[src/sv/wpf_pkg.sv]
//------------------------------------------------------------------------------
// wpf_pkg
// Shared types and constants of the waypoint path follower.
//------------------------------------------------------------------------------
`timescale 1ns / 1ps
package wpf_pkg;
  localparam logic [1:0] CMD_LOAD = 2'd0;
  localparam logic [1:0] CMD_PATH = 2'd1;
  localparam logic [1:0] CMD_TICK = 2'd2;

  localparam logic [1:0] REG_REACH = 2'd0;
  localparam logic [1:0] REG_TURN  = 2'd1;
  localparam logic [1:0] REG_FAST  = 2'd2;

  localparam int unsigned ATAN_LEN = 24;

  typedef logic [31:0] angle_t;

  // atan(2^-i) as a 32-bit binary angle.
  function automatic angle_t atan_turn(input logic [4:0] i);
    angle_t r;
    r = '0;
    case (i)
      5'd0:  r = 32'd536870912;
      5'd1:  r = 32'd316933406;
      5'd2:  r = 32'd167458907;
      5'd3:  r = 32'd85004756;
      5'd4:  r = 32'd42667331;
      5'd5:  r = 32'd21354465;
      5'd6:  r = 32'd10680350;
      5'd7:  r = 32'd5340245;
      5'd8:  r = 32'd2670163;
      5'd9:  r = 32'd1335087;
      5'd10: r = 32'd667544;
      5'd11: r = 32'd333772;
      5'd12: r = 32'd166886;
      5'd13: r = 32'd83443;
      5'd14: r = 32'd41722;
      5'd15: r = 32'd20861;
      5'd16: r = 32'd10430;
      5'd17: r = 32'd5215;
      5'd18: r = 32'd2608;
      5'd19: r = 32'd1304;
      5'd20: r = 32'd652;
      5'd21: r = 32'd326;
      5'd22: r = 32'd163;
      5'd23: r = 32'd81;
      default: r = '0;
    endcase
    return r;
  endfunction

  typedef enum logic [3:0] {
    ST_IDLE,
    ST_RD,
    ST_SQ,
    ST_SUM,
    ST_CMP,
    ST_ADD,
    ST_CORDIC,
    ST_STEER,
    ST_OUT
  } state_e;
endpackage

[src/sv/wpf_cordic.sv]
//------------------------------------------------------------------------------
// wpf_cordic
// Iterative vectoring CORDIC, one step per cycle, giving a 16-bit bearing.
//------------------------------------------------------------------------------
`timescale 1ns / 1ps
module wpf_cordic #(
  parameter int unsigned STEPS = 16
) (
  input  logic         clk_i,
  input  logic         rst_ni,
  input  logic         start_i,
  input  logic [33:0]  dx_i,
  input  logic [33:0]  dy_i,
  output logic         done_o,
  output logic [15:0]  bearing_o
);
  import wpf_pkg::*;

  // Operands are differences of two 32-bit values; the registers add three bits for growth.
  logic signed [36:0] x_q, x_d, y_q, y_d;
  angle_t             z_q, z_d;
  logic [4:0]         i_q, i_d;
  logic               busy_q, busy_d, zero_q, zero_d;
  logic signed [36:0] xs, ys;
  logic [31:0]        zr;

  assign xs = x_q >>> i_q;
  assign ys = y_q >>> i_q;

  always_comb begin
    x_d = x_q;
    y_d = y_q;
    z_d = z_q;
    i_d = i_q;
    busy_d = busy_q;
    zero_d = zero_q;
    done_o = 1'b0;
    if (start_i) begin
      zero_d = (dx_i == '0) && (dy_i == '0);
      busy_d = 1'b1;
      i_d = '0;
      if (dx_i[33]) begin
        x_d = -{{3{dx_i[33]}}, dx_i};
        y_d = -{{3{dy_i[33]}}, dy_i};
        z_d = 32'h8000_0000;
      end else begin
        x_d = {{3{dx_i[33]}}, dx_i};
        y_d = {{3{dy_i[33]}}, dy_i};
        z_d = '0;
      end
    end else if (busy_q) begin
      if (32'(i_q) == STEPS || 32'(i_q) == ATAN_LEN) begin
        busy_d = 1'b0;
        done_o = 1'b1;
      end else begin
        if (!y_q[36]) begin
          x_d = x_q + ys;
          y_d = y_q - xs;
          z_d = z_q + atan_turn(i_q);
        end else begin
          x_d = x_q - ys;
          y_d = y_q + xs;
          z_d = z_q - atan_turn(i_q);
        end
        i_d = i_q + 5'd1;
      end
    end
  end

  assign zr = z_q + 32'h0000_8000;
  assign bearing_o = zero_q ? 16'd0 : zr[31:16];

  always_ff @(posedge clk_i or negedge rst_ni) begin
    if (!rst_ni) begin
      busy_q <= 1'b0;
    end else begin
      busy_q <= busy_d;
    end
  end

  always_ff @(posedge clk_i) begin
    x_q <= x_d;
    y_q <= y_d;
    z_q <= z_d;
    i_q <= i_d;
    zero_q <= zero_d;
  end
endmodule

[config.mk]
export PLATFORM = sky130hd
export DESIGN_NAME = wpf_cordic
export DESIGN_NICKNAME = d
export VERILOG_FILES = /design/src/sv/wpf_pkg.sv /design/src/sv/wpf_cordic.sv
export SDC_FILE = /design/constraint.sdc
export NUM_CORES = 1
export LEC_CHECK = 0
export BUFFER_PORTS_ARGS = -buffer_cell sky130_fd_sc_hd__buf_2
export CORE_MARGIN = 3
export CORE_UTILIZATION = 43
export CTS_CLUSTER_SIZE = 10
export DETAILED_ROUTE_END_ITERATION = 8
export GPL_TIMING_DRIVEN = 0
export SLEW_MARGIN = 10
export SYNTH_ARGS = -nofsm -noshare
export SYNTH_HDL_FRONTEND = slang
export SYNTH_SLANG_ARGS = --single-unit
[constraint.sdc]
create_clock -name clk_i -period 16.99 [get_ports clk_i]
set_input_delay 3.398 -clock clk_i [delete_from_list [all_inputs] [get_ports clk_i]]
set_output_delay 3.398 -clock clk_i [all_outputs]
set_load 0.05 [all_outputs]
### Word level (Yosys, flattened, before mapping)

Memories as Yosys holds them, arrays and structs flattened. A register that Yosys moved wholly into a read port is not among the register bits.
Index checks and enable logic that the tools add are counted.

| word-level totals | value |
|---|---|
| ROM bits | 1920 |
| register bits | 113 |
| input port bits | 71 |
| latch bits | 0 |
| memories kept | 2 |
| RAM bits | 0 |

| operators by class | value |
|---|---|
| multiply operators | 0 |
| add/sub/neg operators | 10 |
| shift operators | 2 |
| eq/ne operators | 3 |
| multiplexer cells | 34 |
| bitwise logic cells | 1 |
| reduce and logical (&&, ||, !) cells | 7 |
| divide/modulo/power cells | 0 |
| $lt $le $gt $ge | 0 |

Memory list:

| memory | words | width | rd ports | clocked after memory_dff | wr ports | RTL line | source |
|---|---|---|---|---|---|---|---|
| (no name shown) | 32 | 30 | 1 | 1 | 0 | wpf_pkg.sv:23 | `case (i)` |
| (no name shown) | 32 | 30 | 1 | 1 | 0 | wpf_pkg.sv:23 |  |

Operators with widths:

| operator | count |
|---|---|
| two-way mux 32 bit | 13 |
| two-way mux 37 bit | 10 |
| adder 37 bit | 2 |
| negation 37 bit | 2 |
| >>> shifter 37 x 5 -> 37 bit | 2 |
| subtractor 37 bit | 2 |
| logical NOT 34 bit | 2 |
| adder 32 x 16 -> 32 bit (second input constant) | 1 |
| adder 32 bit | 1 |
| subtractor 32 bit | 1 |
| two-way mux 5 bit | 4 |
| two-way mux 16 bit | 1 |
| == test 5 bit (second input constant) | 2 |
| two-way mux 1 bit | 6 |
| adder 5 x 1 -> 5 bit (second input constant) | 1 |
| AND reduction 2 bit | 2 |
| inequality test 2 bit (second input constant) | 1 |
| nonzero test 2 bit | 1 |
| logical AND 1 bit | 1 |
| logical OR 1 bit | 1 |
| inverter 1 bit | 1 |

### Depth between registers and ports, before layout

Gate-level depths: netlist of run 1.

| logic depth | value |
|---|---|
| word-level depth | 10 |
| mapped depth | 27 |

### Worst setup path before layout of run 1

No wires, ideal clock.

| timing | value |
|---|---|
| kind | input to output |
| start | in start_i |
| end | out done_o |
| buffers on the path | 3 |
| stages | 4 |
| slack | 8.459 ns |
| data arrival time | 5.133 ns |
| path through | clkbuf_1 clkbuf_1 clkbuf_1 nor3b_1 |

| on the way | value |
|---|---|
| word-level cells in the longest chain between the ends | 1 |

RTL lines:

| what | RTL line | source |
|---|---|---|
| start, declared | wpf_cordic.sv:11 | `input logic start_i,` |
| two-way mux 1 bit | wpf_cordic.sv:38 | `if (start_i) begin` |
| end, declared | wpf_cordic.sv:14 | `output logic done_o,` |

Every way passes these cells.

### Worst setup path after layout of run 1

| timing | value |
|---|---|
| start | reg i_q[4] |
| end | reg y_q[36], data pin |

| on the way | value |
|---|---|
| word-level cells in the longest chain between the ends | 6 |
| elaborated cells on any way between the ends | 7 |
| those cells by class | 2 x add/sub; 1 x shift; 4 x mux |

RTL lines:

| what | RTL line | source |
|---|---|---|
| start, declared | wpf_cordic.sv:22 | `logic [4:0] i_q, i_d;` |
| start signal, assigned | wpf_cordic.sv:85 | `i_q <= i_d;` |
| >>> shifter 37 x 5 -> 37 bit * | wpf_cordic.sv:27 | `assign xs = x_q >>> i_q;` |
| subtractor 37 bit or adder 37 bit (tied branches) | wpf_cordic.sv:58, wpf_cordic.sv:62 |  |
| two-way mux 37 bit * | wpf_cordic.sv:56 | `if (!y_q[36]) begin` |
| two-way mux 37 bit * | wpf_cordic.sv:52 | `if (32'(i_q) == STEPS \|\| 32'(i_q) == ATAN_LEN) begin` |
| two-way mux 37 bit * | wpf_cordic.sv:51 | `end else if (busy_q) begin` |
| two-way mux 37 bit * | wpf_cordic.sv:38 |  |
| via y_d[36] | wpf_cordic.sv:20 | `logic signed [36:0] x_q, x_d, y_q, y_d;` |
| end signal, assigned | wpf_cordic.sv:83 | `y_q <= y_d;` |
| end, declared | wpf_cordic.sv:20 |  |

The timed path passes the listed nets; every way through them passes the cells marked *. The select of a mux whose other input is x is not followed.
A chain may end at the register's enable or synchronous reset.

==> results of run 1 <==
-- kinds of logic (layout without fill, tap and decap cells) --
| group | Yosys count | after routing | synth area share, % |
|---|---|---|---|
| AO/OA/AOI/OAI | 732 | 732 | 22.62 |
| XOR/XNOR | 225 | 225 | 9.293 |
| adder cells (fa/ha/maj) | 122 | 122 | 7.305 |
| buffers and inverters | 225 | 347 | 4.697 |
| flip-flops | 143 | 143 | 18.57 |
| multiplexers | 245 | 245 | 18.16 |
| other | 0 | 1 | 0 |
| AND/OR/NAND/NOR | 845 | 845 | 19.35 |
-- power breakdown --
group / internal (uW) / switching (uW) / leakage (uW)
Clock: 190 / 177 / 0.000272
Sequential: 612 / 318 / 0.00147
Combinational: 1890 / 2840 / 0.00708
-- area by class of cell --
| type | count | area [sq um] |
|---|---|---|
| diodes | 1 | 2.502 |
| plain buffers | 155 | 733.2 |
| clock buffers | 20 | 441.7 |
| clock inverters | 12 | 85.08 |
| fillers | 4787 | 25190 |
| inverters | 70 | 262.8 |
| multi-input cells | 2169 | 16290 |
| flip-flops and latches | 143 | 3939 |
| well taps | 656 | 820.8 |
| repair buffers | 90 | 488.0 |
-- cell usage after synthesis, types with 48 or more instances --
library cell,number
nor2_1,263
nand2_1,219
a21oi_1,178
o21ai_0,155
xnor2_1,146
ha_1,119
edfxtp_1,107
mux4_2,103
mux2i_1,90
clkbuf_1,86
xor2_1,79
inv_1,64
nor3_1,61
nand3_1,54
mux2_2,48
-- worst max-delay path, delay by kind of cell, from the launching register on --
kind                       cells  cell delay, ns
buffers and inverters          7            4.85
and+or+nand+nor               11            2.63
AOI/OAI and AO/OA              5            1.60
adders and majority gates      2            0.66
DFF                            1            0.48
muxes                          1            0.30
-- metal layers --
layer  share of wire [%]  wire (um)
met5               0.035         38
met4                 7.7       8322
met2                  41      44240
met3                  12      13120
met1                  39      42270
-- worst min path at each step --
stage                 from      to  slack (ns)  cells past startpoint
finish              y_q[0]  y_q[0]        0.74                      2
global route        y_q[0]  y_q[0]        0.75                      2
CTS                 y_q[0]  y_q[0]        0.73                      2
detailed placement  y_q[0]  y_q[0]        0.70                      2
global placement    busy_q  busy_q        0.64                      2
floorplan           busy_q  busy_q        0.60                      2
-- through the flow --
stage | setup WS [ns] | utilization (%) | hold slack, ns
3_5_place_dp | 6.910 | 46.69 | 0.7015
5_1_grt | 5.993 | 47.79 | 0.7541
4_1_cts | 6.861 | 47.78 | 0.7276
2_1_floorplan | 8.459 | - | 0.5979
6_report | 6.123 | 47.80 | 0.7360
3_3_place_gp | 6.430 | 46.55 | 0.6414
==> results.yml, run 1 <==
floorplanning:
  initial_core_util_pct: 43.95
  die-height_um: 228.1
  coreArea_sq_um: 48250
  die_w_um: 228.1
  die_area_sq_um: 52020
  num_rows: 80
  io_pins: 88
place:
  post_dp_cell_area_sq_um: 22530
  dp_hpwl_mm: 84.09
  place_inst: 3282
  place_congestion: 1.109
  io_buffers: 86
clock_network:
  post_cts_buffers: 0
  h-tree-depth: 4
  clk_root_buffer_cell: "clkbuf_16"
  tritoncts: "built"
  clock_sinks: 143
  cts_buffers: 17
  cts_hold_buf: 0
  post_cts_resized: 0
  clk_latency_ns: 0.49
  clock_path_buffers: 2
  clk_pin_slew_ns: 0.07
final_layout:
  finalNonFillerCells: 3316
  fin_area_sq_um: 23060
  drive_above_1_share_pct: 13.80
  area_growth_pct: 8.750
  final_cell_mix: "nor2_1 (263), nand2_1 (218), a21oi_1 (178), o21ai_0 (155), xnor2_1 (146)"
  nNetsFinal: 2839
  final_common_cell: "nor2_1"
global_route:
  grtUsageTotal_pct: 40.24
  grt_max_degree: 50
  grt_most_used_layer: "met2"
  globalRouteOverflowTotal: 0
  grt_pass1_wl_mm: 154.3
  grt_antenna_before_repair: 5
  gr-usage-met1_pct: 52.19
  grt_pass1_vias: 21800
  gr-usage-met3_pct: 12.25
  met2_usage_pct: 58.21
setup_path:
  reg2reg_slack_ns: 6.12
  setup.worst_path.start: "i_q[4]"
  crit_fanout: 10
  cpPeakStageDelay_ns: 0.83
  crit_path_start_kind: "flip-flop"
  critical_path_class: "flip-flop to flip-flop"
  crit_end: "y_q[36]"
  arrival_ns: 11.07
  slowest_stage: "buf_1"
  cp_common_cell: "clkbuf_1"
  critPathCaptureType: "flip-flop"
  cp.required_ns: 17.20
  r2r_start: "i_q[4]"
  r2r_cells: 26
  rr_endpoint: "y_q[36]"
synthesis:
  synth_cell_types: 95
  ys_seq_area_share_pct: 18.57
  synthFlopType: "edfxtp_1"
  ys_async_sr_fraction_pct: 0.6993
  syn_nets: 2730
  synth_top_area_share_pct: 15.15
  syn-cell-area_sq_um: 21210
  synth_edf_count: 107
  synthCells: 2537
  synth_area_leaders: "edfxtp_1 (15%), mux4_2 (11%), ha_1 (7.0%)"
  yosys_warnings: 0
  avgSynthCellArea_sq_um: 8.358
  synth_top_cell_by_area: "edfxtp_1"
  synth_seq_cells: 143
sta:
  setup_violations: 0
  setup_tns_ns: 0
  finalHoldViolations: 0
  period_needed_ns: 10.87
  post-route-period-util_pct: 63.96
  max_slew_margin_pct: 11.37
  rsz0062_at_grt: "no"
  tightest_slew_ns: 1.329
  clock_skew_ns: 0.01874
  fmax_mhz: 92.02
  final_max_slew_viol_count: 0
routing:
  routedWlPerCell_um: 32.56
  vias: 23260
  drt_iter0_drc: 3127
  vias_per_cell: 7.014
  drc: 0
  wl_mm: 108.0
  first_pass_iters: 8
  antenna_left: 0
run:
  maxCapViolations: 0
power_and_ir_drop:
  ir_worst_vdd_mv: 0.1313
  p_per_area_nw_per_um2: 261.7
  power_uw: 6036
  leakage_uw: 0.008816
status:
  status: "complete, no violations"
worst_hold_path:
  hold_class: "flip-flop to flip-flop"
(Power assumes the default switching activity.)
==> inputs of run 2 (changes only) <==
Clock period 16.99 ns to 9.8 ns, I/O delays scaled along.
==> results.yml, run 2 (synthesis gave the netlist of run 1 again) <==
clock_network:
  tritoncts: "built"
  h-tree-depth: 4
  cts_buffers: 17
  clk_pin_slew_ns: 0.07
  clk_latency_ns: 0.49
  clk_root_buffer_cell: "clkbuf_16"
  clock_path_buffers: 2
  clock_sinks: 143
  cts_hold_buf: 0
final_layout:
  multi_input_area_sq_um: 16290
  fillers: 4788
  area_growth_pct: 8.798
  final_common_cell: "nor2_1"
  nNetsFinal: 2838
  final_cell_mix: "nor2_1 (263), nand2_1 (218), a21oi_1 (178), o21ai_0 (155), xnor2_1 (146)"
  drive_above_1_share_pct: 13.88
  fin_util_pct: 47.82
  regArea_sq_um: 3939
global_route:
  grtUsageTotal_pct: 40.25
  grt_antenna_before_repair: 5
  grt_pass1_wl_mm: 154.3
  globalRouteOverflowTotal: 0
  grt_max_degree: 50
  grt_pass1_vias: 21800
floorplanning:
  die_area_sq_um: 52020
  initial_core_util_pct: 43.95
  coreArea_sq_um: 48250
  die_w_um: 228.1
  die-height_um: 228.1
  io_pins: 88
  num_rows: 80
status:
  status: "complete, no violations"
setup_path:
  critical_path_class: "flip-flop to flip-flop"
  cpPeakStageDelay_ns: 0.86
  crit_path_start_kind: "flip-flop"
  crit_fanout: 10
  critPathCaptureType: "flip-flop"
  slowest_stage: "clkdlybuf4s15_1"
  cp.required_ns: 10.01
  crit_buf_inv: 6
  arrival_ns: 9.88
  crit_family: "buffers and inverters"
run:
  maxCapViolations: 0
sta:
  setup_violations: 0
  final_max_slew_viol_count: 0
  finalHoldViolations: 0
  fmax_mhz: 103.4
  setup_tns_ns: 0
  tightest_slew_ns: 1.324
  clock_skew_ns: 0.02007
  rsz0062_at_grt: "no"
  timing.hold.ws_ns: 0.7335
  post-route-period-util_pct: 98.70
  max_slew_margin_pct: 11.72
  period_needed_ns: 9.673
routing:
  first_pass_iters: 6
  wl_mm: 107.8
  antenna_left: 0
  drc: 0
  vias_per_cell: 6.980
  vias: 23150
  routedWlPerCell_um: 32.51
  drt_iter0_drc: 3243
place:
  io_buffers: 86
  dp_hpwl_mm: 84.09
  place_congestion: 1.109
power_and_ir_drop:
  ir_worst_vdd_mv: 0.2271
  power_uw: 10460
  p_per_area_nw_per_um2: 453.6
  leakage_uw: 0.008826
worst_hold_path:
  hold_class: "flip-flop to flip-flop"
[run 2: cell count changes in the layout (fill, tap and decap cells not counted)]
cell / previous run / this run
clkbuf_1: 87 / 84
buf_1: 23 / 22
clkdlybuf4s15_1: 0 / 1
clkbuf_4: 1 / 2
clkbuf_2: 1 / 2
diode_2: 1 / 2
[run 2: power by group]
group | internal [uW] | switching (uW) | total (uW) | leakage, uW
Clock | 329 | 307 | 636 | 0.000272
Sequential | 1060 | 548 | 1610 | 0.00147
Combinational | 3290 | 4930 | 8220 | 0.00708
[run 2: final cells by class]
type                    count  share of cell area [%]
clock inverters            12                  0.3688
multi-input cells        2169                   70.60
plain buffers             154                   3.211
well taps                 656                   3.558
repair buffers             90                   2.115
clock buffers              20                   1.914
diodes                      2                 0.02169
inverters                  70                   1.139
flip-flops and latches    143                   17.07
[run 2: worst paths after layout]
check | cells past startpoint | endpoint | start | slack [ns]
max | 25 | y_q[36] | i_q[4] | 0.13
min | 2 | y_q[0] | y_q[0] | 0.73
max reg2reg | 25 | y_q[36] | i_q[4] | 0.13
min reg2reg | 2 | y_q[0] | y_q[0] | 0.73
max in group asynchronous | 1 | busy_q | rst_ni | 8.43
min in group asynchronous | 1 | busy_q | rst_ni | 1.27
[run 2: tightest hold or removal path: cells and delay by family, from the launching register on]
kind / cells / cell delay, ns
muxes: 1 / 0.13
adders and majority gates: 1 / 0.14
DFF: 1 / 0.36
[run 2: metal layers]
layer	wire, um	global-route usage, %
met5	38	0
met4	8334	25.79
met3	13070	12.11
met2	44260	58.00
met1	42100	52.34
[run 2: what timing repair did]
action | CTS | global route
gates resized for setup | 3 | 4
endpoints found under the setup margin | 4 | 8
setup buffers | 0 | 0
[run 2: metrics by stage]
| stage | setup slack, ns | instance area (sq um) | cells |
|---|---|---|---|
| final | 0.1270 | 23070 | 3316 |
| after detailed placement | -0.2804 | 22530 | 3282 |
| after global routing | 0.002577 | 23070 | 3314 |
| after global placement | -0.3179 | 22460 | 3279 |
| after CTS | 0.2212 | 23060 | 3314 |
| after floorplan | 3.575 | 21210 | 2537 |
